--- src/rtl/nearest_speaker_slot_admission_top_defines.svh ---
// Assertion macros for the talker slot admission block.
`ifndef NEAREST_SPEAKER_SLOT_ADMISSION_TOP_DEFINES_SVH
`define NEAREST_SPEAKER_SLOT_ADMISSION_TOP_DEFINES_SVH

// same-cycle implication
`define NSSA_ASSERT_NOW(label, ante, cons, msg) \
   label: assert property (@(posedge clock) disable iff (reset) (ante) |-> (cons)) \
      else $error(msg);

// next-cycle implication
`define NSSA_ASSERT_NEXT(label, ante, cons, msg) \
   label: assert property (@(posedge clock) disable iff (reset) (ante) |=> (cons)) \
      else $error(msg);

`endif

--- src/rtl/nssa_pkg.sv ---
// Shared constants and types for the talker slot admission block.
`timescale 1ns / 1ps
package nssa_pkg;

   localparam int SLOTS_DEFAULT = 8;

   localparam int CMD_W     = 2;
   localparam int KIND_W    = 3;
   localparam int SLOT_W    = 3;
   localparam int SPK_W     = 64;
   localparam int DIST_W    = 32;
   localparam int TIME_W    = 32;
   localparam int TIMEOUT_W = 16;

   localparam int REQ_DATA_W = 136;
   localparam int RSP_DATA_W = 72;

   localparam logic [TIMEOUT_W-1:0] TIMEOUT_RESET = 16'd1000;

   localparam logic [CMD_W-1:0] CMD_FRAME  = 2'd0;
   localparam logic [CMD_W-1:0] CMD_UPDATE = 2'd1;
   localparam logic [CMD_W-1:0] CMD_REMOVE = 2'd2;
   localparam logic [CMD_W-1:0] CMD_TICK   = 2'd3;

   localparam logic [KIND_W-1:0] KIND_HIT     = 3'd0;
   localparam logic [KIND_W-1:0] KIND_FREE    = 3'd1;
   localparam logic [KIND_W-1:0] KIND_EVICT   = 3'd2;
   localparam logic [KIND_W-1:0] KIND_REFUSED = 3'd3;
   localparam logic [KIND_W-1:0] KIND_TIMEOUT = 3'd4;
   localparam logic [KIND_W-1:0] KIND_REMOVED = 3'd5;
   localparam logic [KIND_W-1:0] KIND_NOTHING = 3'd6;

   typedef struct packed {
      logic [SPK_W-1:0]  spk;
      logic [DIST_W-1:0] distance;
      logic              unpl;
      logic [TIME_W-1:0] last_time;
   } slot_entry_type;

   localparam int ENTRY_W = SPK_W + DIST_W + 1 + TIME_W;

endpackage

--- src/rtl/nearest_speaker_slot_admission_top.sv ---
// Talker slot admission: slot table walk, farthest-first eviction, timeouts.
`timescale 1ns / 1ps
// Each request beat is accepted, walked slot by slot while the walk reads the
// slot RAM through its single read port, then decided and written back, and its
// final result is handed over when the result side is ready. A tick that
// releases several slots holds its walk while an earlier release beat waits on
// rsp_tready. Slot occupancy lives in per-slot valid flops cleared by reset, so
// no clearing pass is needed; a free slot reads as speaker 0, distance 0,
// unplaced. Results carry kind in rsp_tuser, tlast marks the final beat of each
// request. silence_timeout is written on the csr channel and resets to 1000; the
// user must write it only while the block is idle; the block does not enforce it.
`include "nearest_speaker_slot_admission_top_defines.svh"
module nearest_speaker_slot_admission_top import nssa_pkg::*; #(
   parameter int SLOTS = SLOTS_DEFAULT
) (
   input  logic                  clock,
   input  logic                  reset,
   input  logic                  req_tvalid,
   output logic                  req_tready,
   input  logic [REQ_DATA_W-1:0] req_tdata,  // speaker, dist_sq, placed, now_time
   input  logic [CMD_W-1:0]      req_tuser,  // cmd
   output logic                  rsp_tvalid,
   input  logic                  rsp_tready,
   output logic [RSP_DATA_W-1:0] rsp_tdata,  // slot, slot_valid, released_id
   output logic [KIND_W-1:0]     rsp_tuser,  // kind
   output logic                  rsp_tlast,
   input  logic                  csr_valid,
   output logic                  csr_ready,
   input  logic [TIMEOUT_W-1:0]  csr_data
);

   localparam int IW = (SLOTS > 1) ? $clog2(SLOTS) : 1;
   localparam int XW = (IW > SLOT_W) ? IW : SLOT_W;
   localparam logic [IW-1:0] LAST_IDX = IW'(SLOTS - 1);

   localparam logic [1:0] ST_IDLE   = 2'd0;
   localparam logic [1:0] ST_SCAN   = 2'd1;
   localparam logic [1:0] ST_DECIDE = 2'd2;
   localparam logic [1:0] ST_EMIT   = 2'd3;

   function automatic logic [SLOT_W-1:0] slot_of(input logic [IW-1:0] i);
      logic [XW-1:0] x;
      x = XW'(i);
      return x[SLOT_W-1:0];
   endfunction

   logic [1:0]           state_ff, state_in;
   logic [IW-1:0]        idx_ff, idx_in;
   logic [TIMEOUT_W-1:0] tmo_ff, tmo_in;
   logic [SLOTS-1:0]     vld_ff, vld_in;

   logic [CMD_W-1:0]     cmd_ff, cmd_in;
   logic [SPK_W-1:0]     spk_ff, spk_in;
   logic [DIST_W-1:0]    dist_ff, dist_in;
   logic                 unpl_ff, unpl_in;
   logic [TIME_W-1:0]    now_ff, now_in;

   logic                 hit_fnd_ff, hit_fnd_in;
   logic [IW-1:0]        hit_idx_ff, hit_idx_in;
   logic [TIME_W-1:0]    hit_time_ff, hit_time_in;
   logic                 free_fnd_ff, free_fnd_in;
   logic [IW-1:0]        free_idx_ff, free_idx_in;
   logic [IW-1:0]        far_idx_ff, far_idx_in;
   logic [DIST_W-1:0]    far_dist_ff, far_dist_in;
   logic                 far_unpl_ff, far_unpl_in;
   logic [SPK_W-1:0]     far_spk_ff, far_spk_in;

   logic                 pend_vld_ff, pend_vld_in;
   logic [KIND_W-1:0]    pend_kind_ff, pend_kind_in;
   logic [SLOT_W-1:0]    pend_slot_ff, pend_slot_in;
   logic                 pend_sv_ff, pend_sv_in;
   logic [SPK_W-1:0]     pend_rel_ff, pend_rel_in;

   logic                 rsp_vld_ff, rsp_vld_in;
   logic [KIND_W-1:0]    rsp_kind_ff, rsp_kind_in;
   logic [SLOT_W-1:0]    rsp_slot_ff, rsp_slot_in;
   logic                 rsp_sv_ff, rsp_sv_in;
   logic [SPK_W-1:0]     rsp_rel_ff, rsp_rel_in;
   logic                 rsp_last_ff, rsp_last_in;

   logic                 ram_we;
   logic [IW-1:0]        ram_waddr;
   slot_entry_type       ram_wdata;
   logic [ENTRY_W-1:0]   ram_rdata;
   slot_entry_type       ent;

   logic                 e_v;
   logic [SPK_W-1:0]     e_spk;
   logic [DIST_W-1:0]    e_dist;
   logic                 e_unpl;
   logic [TIME_W-1:0]    age;
   logic                 expired;
   logic                 out_free;
   logic                 advance;
   logic [DIST_W+2:0]    d6;
   logic [DIST_W+2:0]    f5;
   logic                 evict;

   nssa_ram #(
      .WIDTH (ENTRY_W),
      .DEPTH (SLOTS)
   ) u_slot_ram (
      .clock   (clock),
      .wr_en   (ram_we),
      .wr_addr (ram_waddr),
      .wr_data (ram_wdata),
      .rd_addr (idx_in),
      .rd_data (ram_rdata)
   );

   assign ent      = slot_entry_type'(ram_rdata);
   assign e_v      = vld_ff[idx_ff];
   assign e_spk    = e_v ? ent.spk : '0;
   assign e_dist   = e_v ? ent.distance : '0;
   assign e_unpl   = e_v ? ent.unpl : 1'b1;
   assign age      = now_ff - ent.last_time;
   assign expired  = e_v && (age > {{(TIME_W-TIMEOUT_W){1'b0}}, tmo_ff});
   assign out_free = !rsp_vld_ff || rsp_tready;
   assign d6       = ({3'b000, dist_ff} << 2) + ({3'b000, dist_ff} << 1);
   assign f5       = ({3'b000, far_dist_ff} << 2) + {3'b000, far_dist_ff};
   assign evict    = !unpl_ff && (far_unpl_ff || (d6 < f5));

   assign req_tready = (state_ff == ST_IDLE);
   assign csr_ready  = 1'b1;
   assign rsp_tvalid = rsp_vld_ff;
   assign rsp_tdata  = {4'b0000, rsp_rel_ff, rsp_sv_ff, rsp_slot_ff};
   assign rsp_tuser  = rsp_kind_ff;
   assign rsp_tlast  = rsp_last_ff;

   always_comb begin
      state_in     = state_ff;
      idx_in       = idx_ff;
      tmo_in       = tmo_ff;
      vld_in       = vld_ff;
      cmd_in       = cmd_ff;
      spk_in       = spk_ff;
      dist_in      = dist_ff;
      unpl_in      = unpl_ff;
      now_in       = now_ff;
      hit_fnd_in   = hit_fnd_ff;
      hit_idx_in   = hit_idx_ff;
      hit_time_in  = hit_time_ff;
      free_fnd_in  = free_fnd_ff;
      free_idx_in  = free_idx_ff;
      far_idx_in   = far_idx_ff;
      far_dist_in  = far_dist_ff;
      far_unpl_in  = far_unpl_ff;
      far_spk_in   = far_spk_ff;
      pend_vld_in  = pend_vld_ff;
      pend_kind_in = pend_kind_ff;
      pend_slot_in = pend_slot_ff;
      pend_sv_in   = pend_sv_ff;
      pend_rel_in  = pend_rel_ff;
      rsp_vld_in   = rsp_vld_ff && !rsp_tready;
      rsp_kind_in  = rsp_kind_ff;
      rsp_slot_in  = rsp_slot_ff;
      rsp_sv_in    = rsp_sv_ff;
      rsp_rel_in   = rsp_rel_ff;
      rsp_last_in  = rsp_last_ff;
      ram_we       = 1'b0;
      ram_waddr    = hit_idx_ff;
      ram_wdata    = '{spk: spk_ff, distance: dist_ff, unpl: unpl_ff, last_time: now_ff};
      advance      = 1'b1;

      if (csr_valid) begin
         tmo_in = csr_data;
      end

      case (state_ff)
         ST_IDLE: begin
            idx_in = '0;
            if (req_tvalid) begin
               cmd_in      = req_tuser;
               spk_in      = req_tdata[63:0];
               dist_in     = req_tdata[95:64];
               unpl_in     = !req_tdata[96];
               now_in      = req_tdata[128:97];
               hit_fnd_in  = 1'b0;
               free_fnd_in = 1'b0;
               far_unpl_in = 1'b0;
               pend_vld_in = 1'b0;
               state_in    = ST_SCAN;
            end
         end
         ST_SCAN: begin
            if (cmd_ff == CMD_TICK) begin
               if (expired) begin
                  if (pend_vld_ff && !out_free) begin
                     advance = 1'b0;
                  end else begin
                     if (pend_vld_ff) begin
                        rsp_vld_in  = 1'b1;
                        rsp_kind_in = pend_kind_ff;
                        rsp_slot_in = pend_slot_ff;
                        rsp_sv_in   = pend_sv_ff;
                        rsp_rel_in  = pend_rel_ff;
                        rsp_last_in = 1'b0;
                     end
                     pend_vld_in    = 1'b1;
                     pend_kind_in   = KIND_TIMEOUT;
                     pend_slot_in   = slot_of(idx_ff);
                     pend_sv_in     = 1'b1;
                     pend_rel_in    = ent.spk;
                     vld_in[idx_ff] = 1'b0;
                  end
               end
            end else begin
               if (!hit_fnd_ff && e_v && (e_spk == spk_ff)) begin
                  hit_fnd_in  = 1'b1;
                  hit_idx_in  = idx_ff;
                  hit_time_in = ent.last_time;
               end
               if (!free_fnd_ff && !e_v) begin
                  free_fnd_in = 1'b1;
                  free_idx_in = idx_ff;
               end
               if ((idx_ff == '0) || (!far_unpl_ff && (e_unpl || (e_dist > far_dist_ff)))) begin
                  far_idx_in  = idx_ff;
                  far_dist_in = e_dist;
                  far_unpl_in = e_unpl;
                  far_spk_in  = e_spk;
               end
            end
            if (advance) begin
               if (idx_ff == LAST_IDX) begin
                  idx_in   = '0;
                  state_in = ST_DECIDE;
               end else begin
                  idx_in = idx_ff + 1'b1;
               end
            end
         end
         ST_DECIDE: begin
            idx_in       = '0;
            state_in     = ST_EMIT;
            pend_vld_in  = 1'b1;
            pend_kind_in = KIND_NOTHING;
            pend_slot_in = '0;
            pend_sv_in   = 1'b0;
            pend_rel_in  = '0;
            if (cmd_ff == CMD_TICK) begin
               pend_kind_in = pend_vld_ff ? pend_kind_ff : KIND_NOTHING;
               pend_slot_in = pend_vld_ff ? pend_slot_ff : '0;
               pend_sv_in   = pend_vld_ff && pend_sv_ff;
               pend_rel_in  = pend_vld_ff ? pend_rel_ff : '0;
            end else if (spk_ff != '0) begin
               case (cmd_ff)
                  CMD_FRAME: begin
                     if (hit_fnd_ff) begin
                        ram_we       = 1'b1;
                        pend_kind_in = KIND_HIT;
                        pend_slot_in = slot_of(hit_idx_ff);
                        pend_sv_in   = 1'b1;
                     end else if (free_fnd_ff) begin
                        ram_we              = 1'b1;
                        ram_waddr           = free_idx_ff;
                        vld_in[free_idx_ff] = 1'b1;
                        pend_kind_in        = KIND_FREE;
                        pend_slot_in        = slot_of(free_idx_ff);
                        pend_sv_in          = 1'b1;
                     end else if (evict) begin
                        ram_we       = 1'b1;
                        ram_waddr    = far_idx_ff;
                        pend_kind_in = KIND_EVICT;
                        pend_slot_in = slot_of(far_idx_ff);
                        pend_sv_in   = 1'b1;
                        pend_rel_in  = far_spk_ff;
                     end else begin
                        pend_kind_in = KIND_REFUSED;
                     end
                  end
                  CMD_UPDATE: begin
                     if (hit_fnd_ff) begin
                        ram_we              = 1'b1;
                        ram_wdata.last_time = hit_time_ff;
                        pend_kind_in        = KIND_HIT;
                        pend_slot_in        = slot_of(hit_idx_ff);
                        pend_sv_in          = 1'b1;
                     end
                  end
                  CMD_REMOVE: begin
                     if (hit_fnd_ff) begin
                        vld_in[hit_idx_ff] = 1'b0;
                        pend_kind_in       = KIND_REMOVED;
                        pend_slot_in       = slot_of(hit_idx_ff);
                        pend_sv_in         = 1'b1;
                        pend_rel_in        = spk_ff;
                     end
                  end
                  default: begin
                     pend_kind_in = KIND_NOTHING;
                  end
               endcase
            end
         end
         ST_EMIT: begin
            idx_in = '0;
            if (out_free) begin
               rsp_vld_in  = 1'b1;
               rsp_kind_in = pend_kind_ff;
               rsp_slot_in = pend_slot_ff;
               rsp_sv_in   = pend_sv_ff;
               rsp_rel_in  = pend_rel_ff;
               rsp_last_in = 1'b1;
               pend_vld_in = 1'b0;
               state_in    = ST_IDLE;
            end
         end
         default: begin
            state_in = ST_IDLE;
         end
      endcase
   end

   always_ff @(posedge clock) begin
      if (reset) begin
         state_ff    <= ST_IDLE;
         idx_ff      <= '0;
         tmo_ff      <= TIMEOUT_RESET;
         vld_ff      <= '0;
         pend_vld_ff <= 1'b0;
         rsp_vld_ff  <= 1'b0;
         hit_fnd_ff  <= 1'b0;
         free_fnd_ff <= 1'b0;
         far_unpl_ff <= 1'b0;
      end else begin
         state_ff    <= state_in;
         idx_ff      <= idx_in;
         tmo_ff      <= tmo_in;
         vld_ff      <= vld_in;
         pend_vld_ff <= pend_vld_in;
         rsp_vld_ff  <= rsp_vld_in;
         hit_fnd_ff  <= hit_fnd_in;
         free_fnd_ff <= free_fnd_in;
         far_unpl_ff <= far_unpl_in;
      end
   end

   always_ff @(posedge clock) begin
      cmd_ff       <= cmd_in;
      spk_ff       <= spk_in;
      dist_ff      <= dist_in;
      unpl_ff      <= unpl_in;
      now_ff       <= now_in;
      hit_idx_ff   <= hit_idx_in;
      hit_time_ff  <= hit_time_in;
      free_idx_ff  <= free_idx_in;
      far_idx_ff   <= far_idx_in;
      far_dist_ff  <= far_dist_in;
      far_spk_ff   <= far_spk_in;
      pend_kind_ff <= pend_kind_in;
      pend_slot_ff <= pend_slot_in;
      pend_sv_ff   <= pend_sv_in;
      pend_rel_ff  <= pend_rel_in;
      rsp_kind_ff  <= rsp_kind_in;
      rsp_slot_ff  <= rsp_slot_in;
      rsp_sv_ff    <= rsp_sv_in;
      rsp_rel_ff   <= rsp_rel_in;
      rsp_last_ff  <= rsp_last_in;
   end

   `NSSA_ASSERT_NEXT(a_accept_walk, req_tvalid && req_tready, (state_ff == ST_SCAN) && (idx_ff == '0), "accepted beat did not start the slot walk at slot zero")
   `NSSA_ASSERT_NOW(a_write_decide, ram_we, state_ff == ST_DECIDE, "slot RAM written outside the decide step")
   `NSSA_ASSERT_NEXT(a_decide_pend, state_ff == ST_DECIDE, pend_vld_ff && (state_ff == ST_EMIT), "decide step left no final result")
   `NSSA_ASSERT_NOW(a_idle_clean, state_ff == ST_IDLE, !pend_vld_ff, "pending result left behind in idle")

endmodule

--- src/rtl/nssa_ram.sv ---
// Generic single-write, single-read RAM with registered read data.
`timescale 1ns / 1ps
module nssa_ram #(
   parameter int WIDTH = 8,
   parameter int DEPTH = 8
) (
   input  logic                                    clock,
   input  logic                                    wr_en,
   input  logic [((DEPTH > 1) ? $clog2(DEPTH) : 1)-1:0] wr_addr,
   input  logic [WIDTH-1:0]                        wr_data,
   input  logic [((DEPTH > 1) ? $clog2(DEPTH) : 1)-1:0] rd_addr,
   output logic [WIDTH-1:0]                        rd_data
);

   logic [WIDTH-1:0] mem [DEPTH];

   always_ff @(posedge clock) begin
      if (wr_en) begin
         mem[wr_addr] <= wr_data;
      end
      rd_data <= mem[rd_addr];
   end

endmodule

--- config.mk ---
export PLATFORM = sky130hd
export DESIGN_NAME = nearest_speaker_slot_admission_top
export DESIGN_NICKNAME = d
export VERILOG_FILES = /design/src/rtl/nssa_pkg.sv /design/src/rtl/nearest_speaker_slot_admission_top.sv /design/src/rtl/nssa_ram.sv
export VERILOG_INCLUDE_DIRS = /design/src /design/src/rtl
export SDC_FILE = /design/constraint.sdc
export NUM_CORES = 2
export LEC_CHECK = 0
export ABC_AREA = 0
export BUFFER_PORTS_ARGS = -buffer_cell sky130_fd_sc_hd__buf_2
export CORE_UTILIZATION = 50
export DETAILED_ROUTE_END_ITERATION = 10
export HOLD_SLACK_MARGIN = 0.12
export PLACE_DENSITY = 0.67
export SYNTH_ARGS = -nofsm -noshare
export SYNTH_HDL_FRONTEND = slang
export SYNTH_HIERARCHICAL = 1
export SYNTH_SLANG_ARGS = --single-unit
--- constraint.sdc ---
create_clock -name clock -period 25.8 [get_ports clock]
set_clock_uncertainty 0.2 [all_clocks]
set_input_delay 5.16 -clock clock [delete_from_list [all_inputs] [get_ports clock]]
set_output_delay 5.16 -clock clock [all_outputs]
set_load 0.03 [all_outputs]
==> results.toml <==
[placed_design]
dp.cells = 5690
gp_congestion = 0.8740
hpwl_mm = 88.78
placed_area_um2 = 69580
placement.io_buffers = 225

[clock_network]
cts_buffers = 165
cts.sinks = 1606
cts_hold_buf = 0
cts_tree = "done"
cts_resized = 0
clkTransAtPathRegs_ns = 0.06
htree_levels = 4
clock_latency_ns = 0.79
cts_setup_buffers = 0
cts_root_buffer = "clkbuf_16"
cts_buffer_depth = 3

[yosys]
yosysMostFrequentCell = "edfxtp_1"
syn_avg_cell_area_um2 = 17.50
synth_cells = 3805
synth-async-reset-ratio_pct = 0
ys.flop_type = "edfxtp_1"
ys_seq_area_share_pct = 69.98
muxShareOfSynthArea_pct = 11.90
synth_compound_area_share_pct = 5.446
synthAdderAreaFrac_pct = 3.604
yosys.area_share.simple_pct = 5.510
synth_area_um2 = 66580
yosys-top-cells-count = "edfxtp_1 (1443), ha_1 (187), nand2_1 (180)"
synth_xor_area_share_pct = 1.500
netlist.area_leader.share_pct = 65.08
ys_warn_count = 6
synth_edf_count = 1443
ys_types = 93
synthTopCellsByArea = "edfxtp_1 (65%), mux4_2 (5.2%), dfxtp_1 (4.9%), mux4_1 (4.2%), ha_1 (3.5%)"
synth_seq_cells = 1606
yosysTopAreaCell = "edfxtp_1"
synth_top_family_by_area = "multiplexers"

[worst_setup_path]
start_kind = "flip-flop"
crit_path_max_fanout = 53
cp_data_arrival_time_ns = 10.12
r2r_start = "dist_ff[1]"
reg2reg_slack_ns = 15.86
worstPathRequired_ns = 25.99
critPathBufInv = 2
worst_setup_path_end_kind = "flip-flop"
rr_worst_depth = 27
r2r-end = "u_slot_ram/mem[0][36]"
slowest_stage = "buf_4"
crit_top_cell = "a21oi_1"
worst_path_largest_cell_delay_ns = 0.92
critical_path_class = "flip-flop to flip-flop"
timing.critical_path.max_delay_family = "compound AO/OA/AOI/OAI gates"

[floorplan]
die_w_um = 366.9
die_h_um = 366.9
rows = 133
coreArea_um2 = 131800
initial_core_util_pct = 50.52
top_level_ports = 238
dieArea_um2 = 134600

[finish]
drive_above_1_share_pct = 20.57
postLayoutCellArea_um2 = 75070
final_nets = 4451
fin_util_pct = 56.96
area_growth_syn_to_layout_pct = 12.75
fin_cells = 6001

[routing]
drtAntennaViolNets = 0
detailroute.via_count = 35125
via_per_inst = 5.853
drc = 0
wl_per_cell_um = 25.14
drt-pass1-iter-count = 5
drt_first_iter_violations = 3136
routed_wl_mm = 150.8

[pwr]
seqPwrFrac_pct = 45.9
p_comb_share_pct = 22.4
clkPwrFrac_pct = 31.7
switching_power_uw = 2185
p_leak_uw = 0.02596
swShare_pct = 29.02
peakVddDrop_mv = 0.07365
pwr_density_cell_nw_per_um2 = 100.3
intPower_uw = 5344

[timing]
whs_ns = 0.2099
tns_ns = 0
max_slew_margin_pct = 21.20
rsz0062_at_grt = "false"
fin_crit_ns = 9.936
hold_viol = 0
fin_crit_sh_pct = 38.51
setup_viol = 0
slew_viol_final = 0
tightest_slew_ns = 1.179
max_freq_mhz = 100.6

[global_routing]
grt_usage_pct = 22.41
grt_pass1_vias = 35416
grt_max_degree = 149
grt_first_pass_wirelength_mm = 224.2
overflow = 0
antenna_found_initial = 5

[hold_path]
min_from = "pend_kind_ff[0]"
whs_endpoint = "rsp_tuser[0]"
min_path_type = "flip-flop to flip-flop"
holdPathStages = 0

[job]
cap_violations = 0

[run_status]
status = "completed"
[kinds of logic after synthesis]
logic type / after synthesis
AOI/OAI and AO/OA: 503
adders and majority gates: 190
buffers and inverters: 279
DFF: 1606
muxes: 410
other: 2
xor gates and xnor gates: 114
and+or+nand+nor: 701
[placed cells by master (no fill, tap or decap), drive strengths merged, types with 31 or more instances in the layout]
cell type | Yosys | routed
a21o | 57 | 57
a21oi | 110 | 110
a221o | 69 | 69
and2 | 95 | 95
buf | 63 | 273
clkbuf | 81 | 227
clkinv | 3 | 55
dfxtp | 163 | 163
edfxtp | 1443 | 1443
ha | 187 | 187
inv | 130 | 142
mux2 | 133 | 133
mux4 | 260 | 260
nand2 | 181 | 181
nand2b | 31 | 31
nand3 | 38 | 38
nand4 | 42 | 42
nor2 | 100 | 100
nor2b | 83 | 83
nor3 | 42 | 42
o21ai | 73 | 73
xnor2 | 82 | 82
xor2 | 32 | 32
[power by group through the flow]
stage,combinational (uW),clock [uW],sequential (uW)
global route,1860,2530,3490
CTS,1700,2430,3460
floorplan,1290,0,3430
detailed placement,1690,0,3510
global placement,1670,0,3500
finish,1690,2380,3460
[flip-flops by register name (all words and copies together) (netlist names), 8 cells and up]
register	flops
dist_ff	32
rsp_rel_ff	64
tmo_ff	16
far_spk_ff	64
far_dist_ff	32
vld_ff	8
hit_time_ff	32
u_slot_ram/rd_data	129
pend_rel_ff	64
u_slot_ram/mem	1032
spk_ff	64
now_ff	32
[area by class of cell]
type,instances,area [um2]
antenna,1,2.502
fill,10051,56730
tap,1755,2196
multi-input combinational,1923,18770
clock inverter,83,868.3
clock buffer,227,4613
sequential,1606,46590
timing repair buffer,273,1524
inverter,133,504.2
[through the flow]
| step | total power [uW] | setup slack [ns] |
|---|---|---|
| 2_1_floorplan | 4716 | 10.59 |
| 3_3_place_gp | 5172 | 15.24 |
| 3_5_place_dp | 5198 | 15.15 |
| 4_1_cts | 7593 | 15.86 |
| 5_1_grt | 7879 | 15.32 |
| 6_report | 7529 | 15.86 |
[metal layers]
| metal | vias to the layer above | share of wire (%) | track usage, % |
|---|---|---|---|
| met1 | 17924 | 43 | 31.37 |
| met3 | 202 | 7.1 | 4.549 |
| met2 | 1195 | 48 | 36.04 |
| met4 | 4 | 2.0 | 5.705 |
| met5 | - | 0.018 | 0 |
| li1 | 15800 | - | - |
[how the worst max path moves through the flow]
stage	slack (ns)	end	cells past startpoint	startpoint
floorplan	10.59	u_slot_ram/mem[0][0]	23	dist_ff[1]
global placement	15.24	u_slot_ram/rd_data[78]	10	rsp_tready
detailed placement	15.15	u_slot_ram/rd_data[78]	10	rsp_tready
CTS	15.86	u_slot_ram/mem[0][35]	27	dist_ff[1]
global route	15.32	u_slot_ram/mem[0][36]	27	dist_ff[1]
finish	15.86	u_slot_ram/mem[0][36]	27	dist_ff[1]
No activity file was read; power rests on OpenSTA's default activity.
